## config.mk

```make
export PLATFORM = sky130hd
export DESIGN_NAME = light_tracker_pid_controller_top_flat
export DESIGN_NICKNAME = d
export VERILOG_FILES = /design/src/design/ltpid_pkg.sv /design/src/design/ltpid_if.sv /design/src/design/ltpid_front.sv /design/src/design/ltpid_queue.sv /design/src/design/ltpid_div.sv /design/src/design/ltpid_back.sv /design/src/design/light_tracker_pid_controller_top.sv /design/src/flat_wrapper.sv
export SDC_FILE = /design/constraint.sdc
export NUM_CORES = 2
export LEC_CHECK = 0
export BUFFER_PORTS_ARGS = -buffer_cell sky130_fd_sc_hd__buf_2
export CORE_ASPECT_RATIO = 1.5
export CORE_MARGIN = 1.5
export CORE_UTILIZATION = 39
export CTS_CLUSTER_DIAMETER = 120
export DETAILED_ROUTE_END_ITERATION = 10
export PLACE_DENSITY_LB_ADDON = 0.08
export SYNTH_ARGS = -nofsm -noshare
export SYNTH_HDL_FRONTEND = slang
export SYNTH_SLANG_ARGS = --single-unit
export TNS_END_PERCENT = 1
```

## constraint.sdc

```tcl
create_clock -name clk -period 12 [get_ports clk]
set_clock_uncertainty 0.05 [all_clocks]
set_input_delay 1.2 -clock clk [delete_from_list [all_inputs] [get_ports clk]]
set_output_delay 1.2 -clock clk [all_outputs]
set_load 0.05 [all_outputs]
```

## src/design/ltpid_pkg.sv

```systemverilog
// Shared types and constants of the light tracker PID controller.
// No dependencies; every design file but ltpid_if refers to it by scoped names.
package ltpid_pkg;

    // Tracker states, also the code shown in active_state.
    localparam logic [2:0] ST_OFF    = 3'd0;
    localparam logic [2:0] ST_INIT   = 3'd1;
    localparam logic [2:0] ST_SEARCH = 3'd2;
    localparam logic [2:0] ST_SLEEP  = 3'd3;
    localparam logic [2:0] ST_TRACK  = 3'd4;
    localparam logic [2:0] ST_HOLD   = 3'd5;

    // Configuration register indexes.
    localparam logic [2:0] REG_LIGHT_THRESHOLD = 3'd0;
    localparam logic [2:0] REG_ALIGN_DEADBAND  = 3'd1;
    localparam logic [2:0] REG_SEARCH_TIMEOUT  = 3'd2;
    localparam logic [2:0] REG_GAIN_P          = 3'd3;
    localparam logic [2:0] REG_GAIN_I          = 3'd4;
    localparam logic [2:0] REG_GAIN_D          = 3'd5;
    localparam logic [2:0] REG_PULSE_MIN       = 3'd6;
    localparam logic [2:0] REG_PULSE_MAX       = 3'd7;

    localparam int CFG_DATA_W = 16;

    localparam logic [11:0] CENTER_US   = 12'd1500;
    localparam logic [16:0] TIMER_MAX   = 17'd131071;
    localparam int          INTEG_LIMIT = 2048000;
    localparam logic [9:0]  MS_PER_S    = 10'd1000;

    // floor(n * 1024 / 1000) equals (n * INTEG_RECIP) >> INTEG_RECIP_SHIFT for n < 2^19.
    localparam logic [26:0] INTEG_RECIP       = 27'd68719477;
    localparam int          INTEG_RECIP_SHIFT = 26;

    // Two quotient bits per cycle over a 32-bit dividend.
    localparam int DIV_STEPS = 16;

    typedef struct packed {
        logic [9:0]  light_threshold;
        logic [10:0] align_deadband;
        logic [15:0] search_timeout_ms;
        logic [15:0] gain_p;
        logic [15:0] gain_i;
        logic [15:0] gain_d;
        logic [11:0] pulse_min_us;
        logic [11:0] pulse_max_us;
    } cfg_t;

    // One classified tick as it travels from the front end to the back end.
    typedef struct packed {
        logic signed [11:0] ex;
        logic signed [11:0] ey;
        logic [7:0]         dt;
        logic               light;
        logic               aligned;
        logic               power;
    } tick_t;

endpackage

```

## src/design/ltpid_if.sv

```systemverilog
// Valid/ready channel interfaces for sample ticks and result items.
// Depends on nothing.
interface ltpid_sample_if;
    logic       valid;
    logic       ready;
    logic [9:0] top_left;
    logic [9:0] top_right;
    logic [9:0] low_left;
    logic [9:0] low_right;
    logic [7:0] elapsed_ms;
    logic       power_on;

    modport source (output valid, top_left, top_right, low_left, low_right,
                    elapsed_ms, power_on, input ready);
    modport sink   (input valid, top_left, top_right, low_left, low_right,
                    elapsed_ms, power_on, output ready);
endinterface

interface ltpid_result_if;
    logic        valid;
    logic        ready;
    logic [2:0]  active_state;
    logic [11:0] pulse_x_us;
    logic [11:0] pulse_y_us;
    logic        pulse_update;

    modport source (output valid, active_state, pulse_x_us, pulse_y_us, pulse_update,
                    input ready);
    modport sink   (input valid, active_state, pulse_x_us, pulse_y_us, pulse_update,
                    output ready);
endinterface

```

## src/design/ltpid_front.sv

```systemverilog
// Front end: forms the axis errors, the light and alignment flags and dt.
// Depends on ltpid_pkg and ltpid_sample_if.
module ltpid_front (
    ltpid_sample_if.sink    sample,
    input  ltpid_pkg::cfg_t cfg,
    input  logic            push_ready,
    output logic            push_valid,
    output ltpid_pkg::tick_t push_tick
);
    logic [10:0] sum_right, sum_left, sum_top, sum_low;
    logic [10:0] abs_x, abs_y;

    always_comb
    begin
        sum_right = 11'(sample.top_right) + 11'(sample.low_right);
        sum_left  = 11'(sample.top_left) + 11'(sample.low_left);
        sum_top   = 11'(sample.top_left) + 11'(sample.top_right);
        sum_low   = 11'(sample.low_left) + 11'(sample.low_right);

        push_tick.ex = $signed({1'b0, sum_right}) - $signed({1'b0, sum_left});
        push_tick.ey = $signed({1'b0, sum_top}) - $signed({1'b0, sum_low});

        abs_x = push_tick.ex[11] ? 11'(-push_tick.ex) : push_tick.ex[10:0];
        abs_y = push_tick.ey[11] ? 11'(-push_tick.ey) : push_tick.ey[10:0];

        push_tick.light = (sample.top_left > cfg.light_threshold)
                       || (sample.top_right > cfg.light_threshold)
                       || (sample.low_left > cfg.light_threshold)
                       || (sample.low_right > cfg.light_threshold);
        push_tick.aligned = (abs_x <= cfg.align_deadband) && (abs_y <= cfg.align_deadband);
        push_tick.dt      = (sample.elapsed_ms == 8'd0) ? 8'd1 : sample.elapsed_ms;
        push_tick.power   = sample.power_on;
    end

    assign push_valid   = sample.valid;
    assign sample.ready = push_ready;

endmodule

```

## src/design/ltpid_queue.sv

```systemverilog
// Short FIFO of classified ticks between the front end and the back end.
// Depends on ltpid_pkg.
module ltpid_queue #(
    parameter int DEPTH = 2
) (
    input  logic             clk,
    input  logic             rst_n,
    input  logic             push_valid,
    output logic             push_ready,
    input  ltpid_pkg::tick_t push_tick,
    output logic             pop_valid,
    input  logic             pop,
    output ltpid_pkg::tick_t pop_tick
);
    localparam int AW = (DEPTH > 1) ? $clog2(DEPTH) : 1;
    localparam int CW = $clog2(DEPTH + 1);

    ltpid_pkg::tick_t entry_reg [DEPTH];
    logic [AW-1:0]    wr_ptr_reg, rd_ptr_reg;
    logic [CW-1:0]    count_reg;
    logic             do_push, do_pop;

    assign push_ready = (count_reg != CW'(DEPTH));
    assign pop_valid  = (count_reg != '0);
    assign pop_tick   = entry_reg[rd_ptr_reg];
    assign do_push    = push_valid && push_ready;
    assign do_pop     = pop && pop_valid;

    always_ff @(posedge clk)
    begin
        if (do_push)
        begin
            entry_reg[wr_ptr_reg] <= push_tick;
        end
    end

    always_ff @(posedge clk or negedge rst_n)
    begin
        if (!rst_n)
        begin
            wr_ptr_reg <= '0;
            rd_ptr_reg <= '0;
            count_reg  <= '0;
        end
        else
        begin
            if (do_push)
            begin
                wr_ptr_reg <= (wr_ptr_reg == AW'(DEPTH - 1)) ? '0 : wr_ptr_reg + 1'b1;
            end
            if (do_pop)
            begin
                rd_ptr_reg <= (rd_ptr_reg == AW'(DEPTH - 1)) ? '0 : rd_ptr_reg + 1'b1;
            end
            if (do_push && !do_pop)
            begin
                count_reg <= count_reg + 1'b1;
            end
            else if (do_pop && !do_push)
            begin
                count_reg <= count_reg - 1'b1;
            end
        end
    end

endmodule

```

## src/design/ltpid_div.sv

```systemverilog
// Iterative signed divider, quotient truncated toward zero, two bits per cycle.
// Depends on ltpid_pkg.
module ltpid_div (
    input  logic               clk,
    input  logic               rst_n,
    input  logic               start,
    input  logic signed [31:0] dividend,
    input  logic [9:0]         divisor,
    output logic               done,
    output logic signed [31:0] quotient
);
    localparam int CNT_W = $clog2(ltpid_pkg::DIV_STEPS + 1);

    logic [31:0]      quo_reg;
    logic [9:0]       rem_reg;
    logic [9:0]       dsr_reg;
    logic             neg_reg;
    logic [CNT_W-1:0] cnt_reg;
    logic             done_reg;

    logic [10:0] r_a, r_b;
    logic        ge_a, ge_b;
    logic [9:0]  rem_a, rem_b;

    always_comb
    begin
        r_a   = {rem_reg, quo_reg[31]};
        ge_a  = (r_a >= {1'b0, dsr_reg});
        rem_a = ge_a ? 10'(r_a - {1'b0, dsr_reg}) : r_a[9:0];
        r_b   = {rem_a, quo_reg[30]};
        ge_b  = (r_b >= {1'b0, dsr_reg});
        rem_b = ge_b ? 10'(r_b - {1'b0, dsr_reg}) : r_b[9:0];
    end

    assign done     = done_reg;
    assign quotient = neg_reg ? -$signed(quo_reg) : $signed(quo_reg);

    always_ff @(posedge clk or negedge rst_n)
    begin
        if (!rst_n)
        begin
            cnt_reg  <= '0;
            done_reg <= 1'b0;
            quo_reg  <= '0;
            rem_reg  <= '0;
            dsr_reg  <= '0;
            neg_reg  <= 1'b0;
        end
        else if (start)
        begin
            neg_reg  <= dividend[31];
            quo_reg  <= dividend[31] ? 32'(-dividend) : dividend;
            rem_reg  <= '0;
            dsr_reg  <= divisor;
            cnt_reg  <= CNT_W'(ltpid_pkg::DIV_STEPS);
            done_reg <= 1'b0;
        end
        else if (cnt_reg != '0)
        begin
            quo_reg  <= {quo_reg[29:0], ge_a, ge_b};
            rem_reg  <= rem_b;
            cnt_reg  <= cnt_reg - 1'b1;
            done_reg <= (cnt_reg == CNT_W'(1));
        end
        else
        begin
            done_reg <= 1'b0;
        end
    end

endmodule

```

## src/design/ltpid_back.sv

```systemverilog
// Back end: tracker state machine, PID sequencer and result register.
// Depends on ltpid_pkg, ltpid_result_if and ltpid_div.
module ltpid_back (
    input  logic             clk,
    input  logic             rst_n,
    input  ltpid_pkg::cfg_t  cfg,
    input  logic             pop_valid,
    input  ltpid_pkg::tick_t pop_tick,
    output logic             pop,
    ltpid_result_if.source   result
);
    localparam logic [2:0] PH_IDLE = 3'd0;
    localparam logic [2:0] PH_MUL  = 3'd1;
    localparam logic [2:0] PH_DST  = 3'd2;
    localparam logic [2:0] PH_DIV  = 3'd3;
    localparam logic [2:0] PH_ADD  = 3'd4;
    localparam logic [2:0] PH_POS  = 3'd5;
    localparam logic [2:0] PH_DONE = 3'd6;
    localparam logic [2:0] PH_RCP  = 3'd7;

    // Sequencer steps: 0..3 integral and derivative updates, 4..9 PID terms.
    localparam logic [3:0] SP_INTEG_X = 4'd0;
    localparam logic [3:0] SP_INTEG_Y = 4'd1;
    localparam logic [3:0] SP_DERIV_X = 4'd2;
    localparam logic [3:0] SP_DERIV_Y = 4'd3;
    localparam logic [3:0] SP_P_X     = 4'd4;
    localparam logic [3:0] SP_D_X     = 4'd5;
    localparam logic [3:0] SP_I_X     = 4'd6;
    localparam logic [3:0] SP_P_Y     = 4'd7;
    localparam logic [3:0] SP_D_Y     = 4'd8;
    localparam logic [3:0] SP_I_Y     = 4'd9;

    logic [2:0]  phase_reg;
    logic [3:0]  step_reg;
    logic [2:0]  pend_reg, act_reg;
    logic [16:0] timer_reg;
    logic        first_reg;
    logic signed [11:0] prev_ex_reg, prev_ey_reg, pex_reg, pey_reg;
    logic signed [22:0] integ_x_reg, integ_y_reg;
    logic signed [23:0] deriv_x_reg, deriv_y_reg;
    logic [11:0] pos_x_reg, pos_y_reg;
    logic        upd_reg;
    ltpid_pkg::tick_t cur_reg;
    logic signed [41:0] prod_reg;
    logic signed [51:0] acc_reg;
    logic [19:0] rcp_reg;
    logic        rcp_neg_reg;

    logic        out_valid_reg;
    logic [2:0]  out_state_reg;
    logic [11:0] out_x_reg, out_y_reg;
    logic        out_upd_reg;

    logic [17:0] timer_sum;
    logic [16:0] timer_next;
    logic        first_next;
    logic        track_entry;
    logic [2:0]  pend_next;

    logic signed [17:0] mul_a;
    logic signed [23:0] mul_b;
    logic signed [41:0] mul_p;
    logic signed [51:0] term;

    logic               div_start, div_done;
    logic signed [31:0] div_dividend, div_quot;
    logic [9:0]         div_divisor;
    logic [19:0]        rcp_mag;
    logic [45:0]        rcp_prod;
    logic signed [20:0] rcp_quot;
    logic signed [24:0] integ_sum;
    logic signed [22:0] integ_clamped;
    logic signed [22:0] integ_sel;

    logic signed [29:0] pid_q;
    logic signed [30:0] pulse_raw, pulse_lo, pulse_hi;
    logic [11:0]        pulse_val;

    logic out_free;

    assign out_free = !out_valid_reg || result.ready;
    assign pop      = (phase_reg == PH_IDLE) && pop_valid;

    // Bookkeeping done when a tick is taken from the queue.
    always_comb
    begin
        timer_sum   = 18'(timer_reg) + 18'(pop_tick.dt);
        if ((pend_reg == ltpid_pkg::ST_SEARCH) && (act_reg != ltpid_pkg::ST_SEARCH))
        begin
            timer_next = '0;
        end
        else
        begin
            timer_next = (timer_sum > 18'(ltpid_pkg::TIMER_MAX)) ? ltpid_pkg::TIMER_MAX
                                                                 : timer_sum[16:0];
        end
        track_entry = (pend_reg == ltpid_pkg::ST_TRACK) && (act_reg != ltpid_pkg::ST_TRACK);
        first_next  = track_entry ? 1'b1 : first_reg;

        case (pend_reg)
            ltpid_pkg::ST_OFF:    pend_next = ltpid_pkg::ST_INIT;
            ltpid_pkg::ST_INIT:   pend_next = ltpid_pkg::ST_SEARCH;
            ltpid_pkg::ST_SEARCH:
            begin
                if (pop_tick.light)
                begin
                    pend_next = ltpid_pkg::ST_TRACK;
                end
                else if (timer_next > 17'(cfg.search_timeout_ms))
                begin
                    pend_next = ltpid_pkg::ST_SLEEP;
                end
                else
                begin
                    pend_next = ltpid_pkg::ST_SEARCH;
                end
            end
            ltpid_pkg::ST_SLEEP:
                pend_next = pop_tick.light ? ltpid_pkg::ST_SEARCH : ltpid_pkg::ST_SLEEP;
            ltpid_pkg::ST_TRACK:
                pend_next = !pop_tick.light ? ltpid_pkg::ST_SEARCH
                          : (pop_tick.aligned ? ltpid_pkg::ST_HOLD : ltpid_pkg::ST_TRACK);
            ltpid_pkg::ST_HOLD:
                pend_next = !pop_tick.light ? ltpid_pkg::ST_SEARCH
                          : (!pop_tick.aligned ? ltpid_pkg::ST_TRACK : ltpid_pkg::ST_HOLD);
            default:              pend_next = ltpid_pkg::ST_OFF;
        endcase
        if (!pop_tick.power)
        begin
            pend_next = ltpid_pkg::ST_OFF;
        end
    end

    // Shared multiplier operand selection.
    always_comb
    begin
        case (step_reg)
            SP_INTEG_X: begin mul_a = 18'({10'd0, cur_reg.dt}); mul_b = 24'(cur_reg.ex); end
            SP_INTEG_Y: begin mul_a = 18'({10'd0, cur_reg.dt}); mul_b = 24'(cur_reg.ey); end
            SP_DERIV_X:
            begin
                mul_a = 18'({8'd0, ltpid_pkg::MS_PER_S});
                mul_b = 24'(13'(cur_reg.ex) - 13'(pex_reg));
            end
            SP_DERIV_Y:
            begin
                mul_a = 18'({8'd0, ltpid_pkg::MS_PER_S});
                mul_b = 24'(13'(cur_reg.ey) - 13'(pey_reg));
            end
            SP_P_X: begin mul_a = $signed({2'b0, cfg.gain_p}); mul_b = 24'(cur_reg.ex); end
            SP_D_X: begin mul_a = $signed({2'b0, cfg.gain_d}); mul_b = deriv_x_reg; end
            SP_I_X: begin mul_a = $signed({2'b0, cfg.gain_i}); mul_b = 24'(integ_x_reg); end
            SP_P_Y: begin mul_a = $signed({2'b0, cfg.gain_p}); mul_b = 24'(cur_reg.ey); end
            SP_D_Y: begin mul_a = $signed({2'b0, cfg.gain_d}); mul_b = deriv_y_reg; end
            SP_I_Y: begin mul_a = $signed({2'b0, cfg.gain_i}); mul_b = 24'(integ_y_reg); end
            default: begin mul_a = '0; mul_b = '0; end
        endcase
        mul_p = mul_a * mul_b;
    end

    // Proportional and derivative terms carry an extra factor of 1024.
    always_comb
    begin
        if ((step_reg == SP_P_X) || (step_reg == SP_D_X)
            || (step_reg == SP_P_Y) || (step_reg == SP_D_Y))
        begin
            term = 52'(prod_reg) <<< 10;
        end
        else
        begin
            term = 52'(prod_reg);
        end
    end

    // Integral step: e*dt*1024/1000 by reciprocal multiplication on the magnitude.
    // Derivative step: de*1000/dt on the iterative divider.
    always_comb
    begin
        rcp_mag  = prod_reg[41] ? 20'(-prod_reg) : prod_reg[19:0];
        rcp_prod = 46'(rcp_mag) * 46'(ltpid_pkg::INTEG_RECIP);
        rcp_quot = rcp_neg_reg ? -$signed({1'b0, rcp_reg}) : $signed({1'b0, rcp_reg});

        div_dividend = 32'(prod_reg);
        div_divisor  = {2'b0, cur_reg.dt};
        div_start    = (phase_reg == PH_DST);

        integ_sel = (step_reg == SP_INTEG_X) ? integ_x_reg : integ_y_reg;
        integ_sum = 25'(integ_sel) + 25'(rcp_quot);
        if (integ_sum > 25'(ltpid_pkg::INTEG_LIMIT))
        begin
            integ_clamped = 23'(ltpid_pkg::INTEG_LIMIT);
        end
        else if (integ_sum < -25'(ltpid_pkg::INTEG_LIMIT))
        begin
            integ_clamped = -23'(ltpid_pkg::INTEG_LIMIT);
        end
        else
        begin
            integ_clamped = integ_sum[22:0];
        end
    end

    ltpid_div u_div (
        .clk      (clk),
        .rst_n    (rst_n),
        .start    (div_start),
        .dividend (div_dividend),
        .divisor  (div_divisor),
        .done     (div_done),
        .quotient (div_quot)
    );

    // Floor of the Q22 sum, recentered and clamped to the servo limits.
    always_comb
    begin
        pid_q     = 30'(acc_reg >>> 22);
        pulse_raw = 31'(pid_q) + $signed({19'd0, ltpid_pkg::CENTER_US});
        pulse_lo  = $signed({19'd0, cfg.pulse_min_us});
        pulse_hi  = $signed({19'd0, cfg.pulse_max_us});
        if (pulse_raw < pulse_lo)
        begin
            pulse_val = cfg.pulse_min_us;
        end
        else if (pulse_raw > pulse_hi)
        begin
            pulse_val = cfg.pulse_max_us;
        end
        else
        begin
            pulse_val = pulse_raw[11:0];
        end
    end

    always_ff @(posedge clk)
    begin
        if (pop)
        begin
            cur_reg <= pop_tick;
            pex_reg <= prev_ex_reg;
            pey_reg <= prev_ey_reg;
        end
        if (phase_reg == PH_MUL)
        begin
            prod_reg <= mul_p;
        end
        if (phase_reg == PH_RCP)
        begin
            rcp_reg     <= rcp_prod[ltpid_pkg::INTEG_RECIP_SHIFT +: 20];
            rcp_neg_reg <= prod_reg[41];
        end
        if (phase_reg == PH_ADD)
        begin
            acc_reg <= ((step_reg == SP_P_X) || (step_reg == SP_P_Y)) ? term : acc_reg + term;
        end
    end

    always_ff @(posedge clk or negedge rst_n)
    begin
        if (!rst_n)
        begin
            phase_reg     <= PH_IDLE;
            step_reg      <= SP_INTEG_X;
            pend_reg      <= ltpid_pkg::ST_OFF;
            act_reg       <= ltpid_pkg::ST_OFF;
            timer_reg     <= '0;
            first_reg     <= 1'b1;
            prev_ex_reg   <= '0;
            prev_ey_reg   <= '0;
            integ_x_reg   <= '0;
            integ_y_reg   <= '0;
            deriv_x_reg   <= '0;
            deriv_y_reg   <= '0;
            pos_x_reg     <= ltpid_pkg::CENTER_US;
            pos_y_reg     <= ltpid_pkg::CENTER_US;
            upd_reg       <= 1'b0;
            out_valid_reg <= 1'b0;
            out_state_reg <= ltpid_pkg::ST_OFF;
            out_x_reg     <= ltpid_pkg::CENTER_US;
            out_y_reg     <= ltpid_pkg::CENTER_US;
            out_upd_reg   <= 1'b0;
        end
        else
        begin
            if (out_valid_reg && result.ready)
            begin
                out_valid_reg <= 1'b0;
            end

            case (phase_reg)
                PH_IDLE:
                begin
                    if (pop_valid)
                    begin
                        timer_reg   <= timer_next;
                        first_reg   <= first_next;
                        act_reg     <= pend_reg;
                        pend_reg    <= pend_next;
                        prev_ex_reg <= pop_tick.ex;
                        prev_ey_reg <= pop_tick.ey;
                        upd_reg     <= 1'b0;
                        phase_reg   <= PH_DONE;
                        if (track_entry && (act_reg != ltpid_pkg::ST_HOLD))
                        begin
                            integ_x_reg <= '0;
                            integ_y_reg <= '0;
                        end
                        if (pop_tick.power && (pend_reg == ltpid_pkg::ST_INIT))
                        begin
                            pos_x_reg   <= ltpid_pkg::CENTER_US;
                            pos_y_reg   <= ltpid_pkg::CENTER_US;
                            integ_x_reg <= '0;
                            integ_y_reg <= '0;
                            deriv_x_reg <= '0;
                            deriv_y_reg <= '0;
                            upd_reg     <= 1'b1;
                        end
                        if (pop_tick.power && (pend_reg == ltpid_pkg::ST_TRACK))
                        begin
                            first_reg <= 1'b0;
                            upd_reg   <= 1'b1;
                            step_reg  <= first_next ? SP_P_X : SP_INTEG_X;
                            phase_reg <= PH_MUL;
                        end
                    end
                end
                PH_MUL:
                begin
                    if (step_reg < SP_DERIV_X)
                    begin
                        phase_reg <= PH_RCP;
                    end
                    else
                    begin
                        phase_reg <= (step_reg < SP_P_X) ? PH_DST : PH_ADD;
                    end
                end
                PH_RCP:
                begin
                    phase_reg <= PH_DIV;
                end
                PH_DST:
                begin
                    phase_reg <= PH_DIV;
                end
                PH_DIV:
                begin
                    // Integral steps arrive here with their increment already registered.
                    if (div_done || (step_reg < SP_DERIV_X))
                    begin
                        case (step_reg)
                            SP_INTEG_X: integ_x_reg <= integ_clamped;
                            SP_INTEG_Y: integ_y_reg <= integ_clamped;
                            SP_DERIV_X: deriv_x_reg <= 24'(div_quot);
                            default:    deriv_y_reg <= 24'(div_quot);
                        endcase
                        step_reg  <= step_reg + 1'b1;
                        phase_reg <= PH_MUL;
                    end
                end
                PH_ADD:
                begin
                    if ((step_reg == SP_I_X) || (step_reg == SP_I_Y))
                    begin
                        phase_reg <= PH_POS;
                    end
                    else
                    begin
                        step_reg  <= step_reg + 1'b1;
                        phase_reg <= PH_MUL;
                    end
                end
                PH_POS:
                begin
                    if (step_reg == SP_I_Y)
                    begin
                        pos_y_reg <= pulse_val;
                        phase_reg <= PH_DONE;
                    end
                    else
                    begin
                        pos_x_reg <= pulse_val;
                        step_reg  <= SP_P_Y;
                        phase_reg <= PH_MUL;
                    end
                end
                PH_DONE:
                begin
                    if (out_free)
                    begin
                        out_valid_reg <= 1'b1;
                        out_state_reg <= act_reg;
                        out_x_reg     <= pos_x_reg;
                        out_y_reg     <= pos_y_reg;
                        out_upd_reg   <= upd_reg;
                        phase_reg     <= PH_IDLE;
                    end
                end
                default:
                begin
                    phase_reg <= PH_IDLE;
                end
            endcase
        end
    end

    assign result.valid        = out_valid_reg;
    assign result.active_state = out_state_reg;
    assign result.pulse_x_us   = out_x_reg;
    assign result.pulse_y_us   = out_y_reg;
    assign result.pulse_update = out_upd_reg;

endmodule

```

## src/design/light_tracker_pid_controller_top.sv

```systemverilog
// Light tracker PID controller, top level.
// Sample channel: one transaction per tick carries four light readings, the
// milliseconds since the previous tick and the power enable. Result channel:
// exactly one transaction per tick with the state acted on, both servo pulse
// widths and a flag that says whether the servos were written.
// Configuration: cfg_we, cfg_index and cfg_data write one register per edge;
// write only while no tick is in flight.
// Sequence: a tick that does not track passes through the done state straight
// to its result. A tracking tick runs two integral updates by reciprocal
// multiplication and two derivative divisions in the shared two-bit-per-cycle
// divider, then six multiply and accumulate steps and two position updates.
// The first tracking tick skips the integral and derivative updates. Ticks
// are worked one at a time.
// A small queue after the front end keeps accepting ticks while the back end
// works, and the result register lets the next tick run while a result waits.
// When the receiver stalls, the result holds and the queue fills, after which
// the sample channel drops ready.
// Reset puts the control registers, not datapath ones, at documented values:
// state off, servos at 1500 us, integrators and derivatives at zero.
module light_tracker_pid_controller_top #(
    parameter int QUEUE_DEPTH = 2
) (
    input  logic                            clk,
    input  logic                            rst_n,
    ltpid_sample_if.sink                    sample,
    ltpid_result_if.source                  result,
    input  logic                            cfg_we,
    input  logic [2:0]                      cfg_index,
    input  logic [ltpid_pkg::CFG_DATA_W-1:0] cfg_data
);
    ltpid_pkg::cfg_t  cfg_reg;
    ltpid_pkg::tick_t push_tick, pop_tick;
    logic             push_valid, push_ready, pop_valid, pop;

    always_ff @(posedge clk or negedge rst_n)
    begin
        if (!rst_n)
        begin
            cfg_reg.light_threshold   <= 10'd35;
            cfg_reg.align_deadband    <= 11'd50;
            cfg_reg.search_timeout_ms <= 16'd5000;
            cfg_reg.gain_p            <= 16'd410;
            cfg_reg.gain_i            <= 16'd4096;
            cfg_reg.gain_d            <= 16'd45;
            cfg_reg.pulse_min_us      <= 12'd550;
            cfg_reg.pulse_max_us      <= 12'd2450;
        end
        else if (cfg_we)
        begin
            case (cfg_index)
                ltpid_pkg::REG_LIGHT_THRESHOLD: cfg_reg.light_threshold   <= cfg_data[9:0];
                ltpid_pkg::REG_ALIGN_DEADBAND:  cfg_reg.align_deadband    <= cfg_data[10:0];
                ltpid_pkg::REG_SEARCH_TIMEOUT:  cfg_reg.search_timeout_ms <= cfg_data;
                ltpid_pkg::REG_GAIN_P:          cfg_reg.gain_p            <= cfg_data;
                ltpid_pkg::REG_GAIN_I:          cfg_reg.gain_i            <= cfg_data;
                ltpid_pkg::REG_GAIN_D:          cfg_reg.gain_d            <= cfg_data;
                ltpid_pkg::REG_PULSE_MIN:       cfg_reg.pulse_min_us      <= cfg_data[11:0];
                ltpid_pkg::REG_PULSE_MAX:       cfg_reg.pulse_max_us      <= cfg_data[11:0];
                default:                        cfg_reg <= cfg_reg;
            endcase
        end
    end

    ltpid_front u_front (
        .sample     (sample),
        .cfg        (cfg_reg),
        .push_ready (push_ready),
        .push_valid (push_valid),
        .push_tick  (push_tick)
    );

    ltpid_queue #(
        .DEPTH (QUEUE_DEPTH)
    ) u_queue (
        .clk        (clk),
        .rst_n      (rst_n),
        .push_valid (push_valid),
        .push_ready (push_ready),
        .push_tick  (push_tick),
        .pop_valid  (pop_valid),
        .pop        (pop),
        .pop_tick   (pop_tick)
    );

    ltpid_back u_back (
        .clk       (clk),
        .rst_n     (rst_n),
        .cfg       (cfg_reg),
        .pop_valid (pop_valid),
        .pop_tick  (pop_tick),
        .pop       (pop),
        .result    (result)
    );

endmodule

```

## src/flat_wrapper.sv

```systemverilog
// flat-port wrapper written by rule: the top's interface ports become plain ports
module light_tracker_pid_controller_top_flat 
#(
    parameter int QUEUE_DEPTH = 2
)
  (clk, rst_n, cfg_we, cfg_index, cfg_data, sample_valid, sample_top_left, sample_top_right, sample_low_left, sample_low_right, sample_elapsed_ms, sample_power_on, sample_ready, result_valid, result_active_state, result_pulse_x_us, result_pulse_y_us, result_pulse_update, result_ready);
  ltpid_sample_if sample_i ();
  ltpid_result_if result_i ();
  input  logic clk;
  input  logic rst_n;
  input  logic cfg_we;
  input  logic [2:0] cfg_index;
  input  logic [ltpid_pkg::CFG_DATA_W-1:0] cfg_data;
  input wire logic [$bits(sample_i.valid)-1:0] sample_valid;
  input wire logic [$bits(sample_i.top_left)-1:0] sample_top_left;
  input wire logic [$bits(sample_i.top_right)-1:0] sample_top_right;
  input wire logic [$bits(sample_i.low_left)-1:0] sample_low_left;
  input wire logic [$bits(sample_i.low_right)-1:0] sample_low_right;
  input wire logic [$bits(sample_i.elapsed_ms)-1:0] sample_elapsed_ms;
  input wire logic [$bits(sample_i.power_on)-1:0] sample_power_on;
  output wire logic [$bits(sample_i.ready)-1:0] sample_ready;
  output wire logic [$bits(result_i.valid)-1:0] result_valid;
  output wire logic [$bits(result_i.active_state)-1:0] result_active_state;
  output wire logic [$bits(result_i.pulse_x_us)-1:0] result_pulse_x_us;
  output wire logic [$bits(result_i.pulse_y_us)-1:0] result_pulse_y_us;
  output wire logic [$bits(result_i.pulse_update)-1:0] result_pulse_update;
  input wire logic [$bits(result_i.ready)-1:0] result_ready;
  assign sample_i.valid = sample_valid;
  assign sample_i.top_left = sample_top_left;
  assign sample_i.top_right = sample_top_right;
  assign sample_i.low_left = sample_low_left;
  assign sample_i.low_right = sample_low_right;
  assign sample_i.elapsed_ms = sample_elapsed_ms;
  assign sample_i.power_on = sample_power_on;
  assign sample_ready = sample_i.ready;
  assign result_valid = result_i.valid;
  assign result_active_state = result_i.active_state;
  assign result_pulse_x_us = result_i.pulse_x_us;
  assign result_pulse_y_us = result_i.pulse_y_us;
  assign result_pulse_update = result_i.pulse_update;
  assign result_i.ready = result_ready;
  light_tracker_pid_controller_top #(.QUEUE_DEPTH(QUEUE_DEPTH)) u_core (.clk(clk), .rst_n(rst_n), .sample(sample_i), .result(result_i), .cfg_we(cfg_we), .cfg_index(cfg_index), .cfg_data(cfg_data));
endmodule
```

==> metrics.yaml <==
rsz0062_at_grt: "no"
yosys-top-cells-area: "fa_1, dfrtp_1, ha_1"
yosys.area.top_type: "fa_1"
cpMostUsedCell: "fa_1"
dr.pass1.iters: 7
grt_max_degree: 156
grt_pass1_vias: 47512
hold_path.class: "reg2reg"
rr_worst_depth: 33
max_cap_viol_count: 0
yosysWarnings: 0
cp_slowest_cell: "nor3_1"
antenna_found_initial: 2
post_cts_resized: 0
synth_top_area_share_pct: 19.2
area_growth_pct: 8.87
fin_tns_setup_ps: 0
postSynthAreaPerCell_um2: 9.47
die_w_um: 324
overflow: 0
fmax_mhz: 93.5
path_class: "reg2reg"
dpl_worst_slack_ps: 1300
synth.cell_area_um2: 60100
cts_buffers: 70
setup_ws_ps: 1310
dpl.cell_count: 8336
min_from: "u_core.u_back.prev_ey_reg[8]"
drc_errors: 0
synth-edff-count: 240
worstPathRequired_ps: 12360
place_congestion: 0.885
dieHeight_um: 484
nets: 7595
arrival_ps: 11060
layout-drive-gt1-share_pct: 9.74
hold_viol: 0
cts_root_buf: "clkbuf_16"
dp_hpwl_um: 150000
rows: 176
fin_crit_ps: 10690
hold_buffers: 0
synth_fp_nets: 7587
clockBufferDepth: 3
tritoncts: "done"
wire_per_inst_um: 22.3
drt_wl_total_um: 189000
regToRegStartpoint: "u_core.u_back.pex_reg[0]"
initial_core_util_pct: 39.2
largest_register_ffs: 109
setup_viol: 0
power.total_mw: 20.1
slowest_delay_ps: 1040
ys_ff_latch: 613
ys_async_sr_fraction_pct: 60.8
p_leak_nw: 31.0
maxSlewViolCount: 0
syn-instance-count: 6353
layout_common_cells: "inv_1, nand2_1, ha_1"
clkTransAtPathRegs_ps: 60
final_common_cell: "inv_1"
num_vias: 45192
cts.sinks: 613
seq_area_frac_synth_pct: 27.6
die_area_um2: 157000
drtIter0Drc: 2623
grt.total_usage_pct: 24.5
core_um2: 153000
start_kind: "flip-flop"
ant_nets: 0
peakVddDrop_uv: 570
clkLatencyLatePin_ps: 680
r2r_slack_ps: 1310
grt_pass1_wl_um: 289000
worstPathMaxFanout: 24
drt-vias-per-instance: 5.34
status: "complete, no violations"
design.portCount: 103
max-slew-margin-rel_pct: 12.5
post-cts-setup-buffers: 0
r2r_end: "u_core.u_back.prod_reg[39]"
tightest_slew_ps: 1310
startpoint: "u_core.u_back.pex_reg[0]"
whs_endpoint: "u_core.u_back.pey_reg[8]"
synth_ff_type: "dfrtp_1"
port_buffers: 102
powerDensity_nw_per_um2: 306
fin_cells: 8464
hold_depth: 0
synth.distinct_cells: 85
min_period_over_period_pct: 89.1
critPathCaptureType: "flip-flop"
htreeDepth: 3
kinds of logic after synthesis:
group / after synthesis / synth area share, %
multiplexers: 203 / 3.76
AND/OR/NAND/NOR: 1659 / 12.7
AO/OA/AOI/OAI: 1270 / 13.2
XOR/XNOR: 272 / 3.96
flip-flops: 613 / 27.6
adder cells (fa/ha/maj): 1161 / 31.4
buffers and inverters: 1175 / 7.37
per-stage QoR:
step                hold slack, ps  instance area (um2)  utilization, %
floorplan                      375                60100               -
detailed placement             381                63100            41.2
global placement               381                63100            41.2
CTS                            391                65500            42.7
finish                         394                65500            42.7
global route                   397                65500            42.7
area by class of cell:
class                           count  area, um2
Inverter                          920       3450
Sequential cell                   613      16600
Fill cell                       15414      87800
Multi-Input combinational cell   4565      39300
Antenna cell                        1       2.50
Timing Repair Buffer              191       1200
Clock buffer                       98       2030
Tap cell                         2047       2560
Clock inverter                     29        314
synthesized netlist by cell type, drive strengths merged (33+ instances only):
| cell | n |
|---|---|
| o21ai | 343 |
| and3 | 37 |
| a22o | 44 |
| nor2 | 353 |
| nand2 | 745 |
| or3 | 56 |
| a31oi | 55 |
| nor2b | 56 |
| xor2 | 80 |
| xnor2 | 192 |
| o31ai | 33 |
| edfxtp | 240 |
| nand3 | 68 |
| dfrtp | 314 |
| a21o | 72 |
| mux2 | 185 |
| o21a | 72 |
| ha | 583 |
| dfstp | 59 |
| clkbuf | 237 |
| a21oi | 382 |
| nand4 | 46 |
| inv | 920 |
| and2 | 45 |
| fa | 578 |
| nor3 | 66 |
| nand2b | 57 |
layer usage:
layer | vias to the layer above | part of all wire [%] | track usage [%]
li1 | 21377 | - | -
met1 | 22601 | 39 | 28.4
met2 | 916 | 53 | 45.1
met3 | 296 | 3.4 | 2.02
met4 | 2 | 4.8 | 11.1
met5 | - | 0.0053 | 0
power by group:
group / internal, mW / leakage [nW] / total [mW] / switching [mW]
clock network: 1.27 / 1.16 / 2.23 / 0.963
logic: 6.22 / 23.3 / 14.6 / 8.37
registers: 3.16 / 6.56 / 3.23 / 0.0699
total: 10.7 / 31.0 / 20.1 / 9.41
worst max-delay path by stage:
| stage | to | slack (ps) | depth (start not counted) |
|---|---|---|---|
| floorplan | u_core.u_back.prod_reg[39] | 2800 | 34 |
| global placement | u_core.u_back.rcp_reg[11] | 1540 | 30 |
| detailed placement | u_core.u_back.rcp_reg[11] | 1300 | 30 |
| CTS | u_core.u_back.rcp_reg[11] | 1270 | 30 |
| global route | u_core.u_back.prod_reg[40] | 590 | 35 |
| finish | u_core.u_back.prod_reg[39] | 1310 | 33 |
worst max-delay path, delay by kind of cell, from the launching register on:
| family | cells | cell delay (ps) |
|---|---|---|
| compound gates | 14 | 3920 |
| fa+ha+maj | 9 | 4120 |
| buf+inv | 4 | 220 |
| flops | 1 | 360 |
| simple gates | 6 | 1710 |
Note: power is estimated with default switching activity, not from simulation.
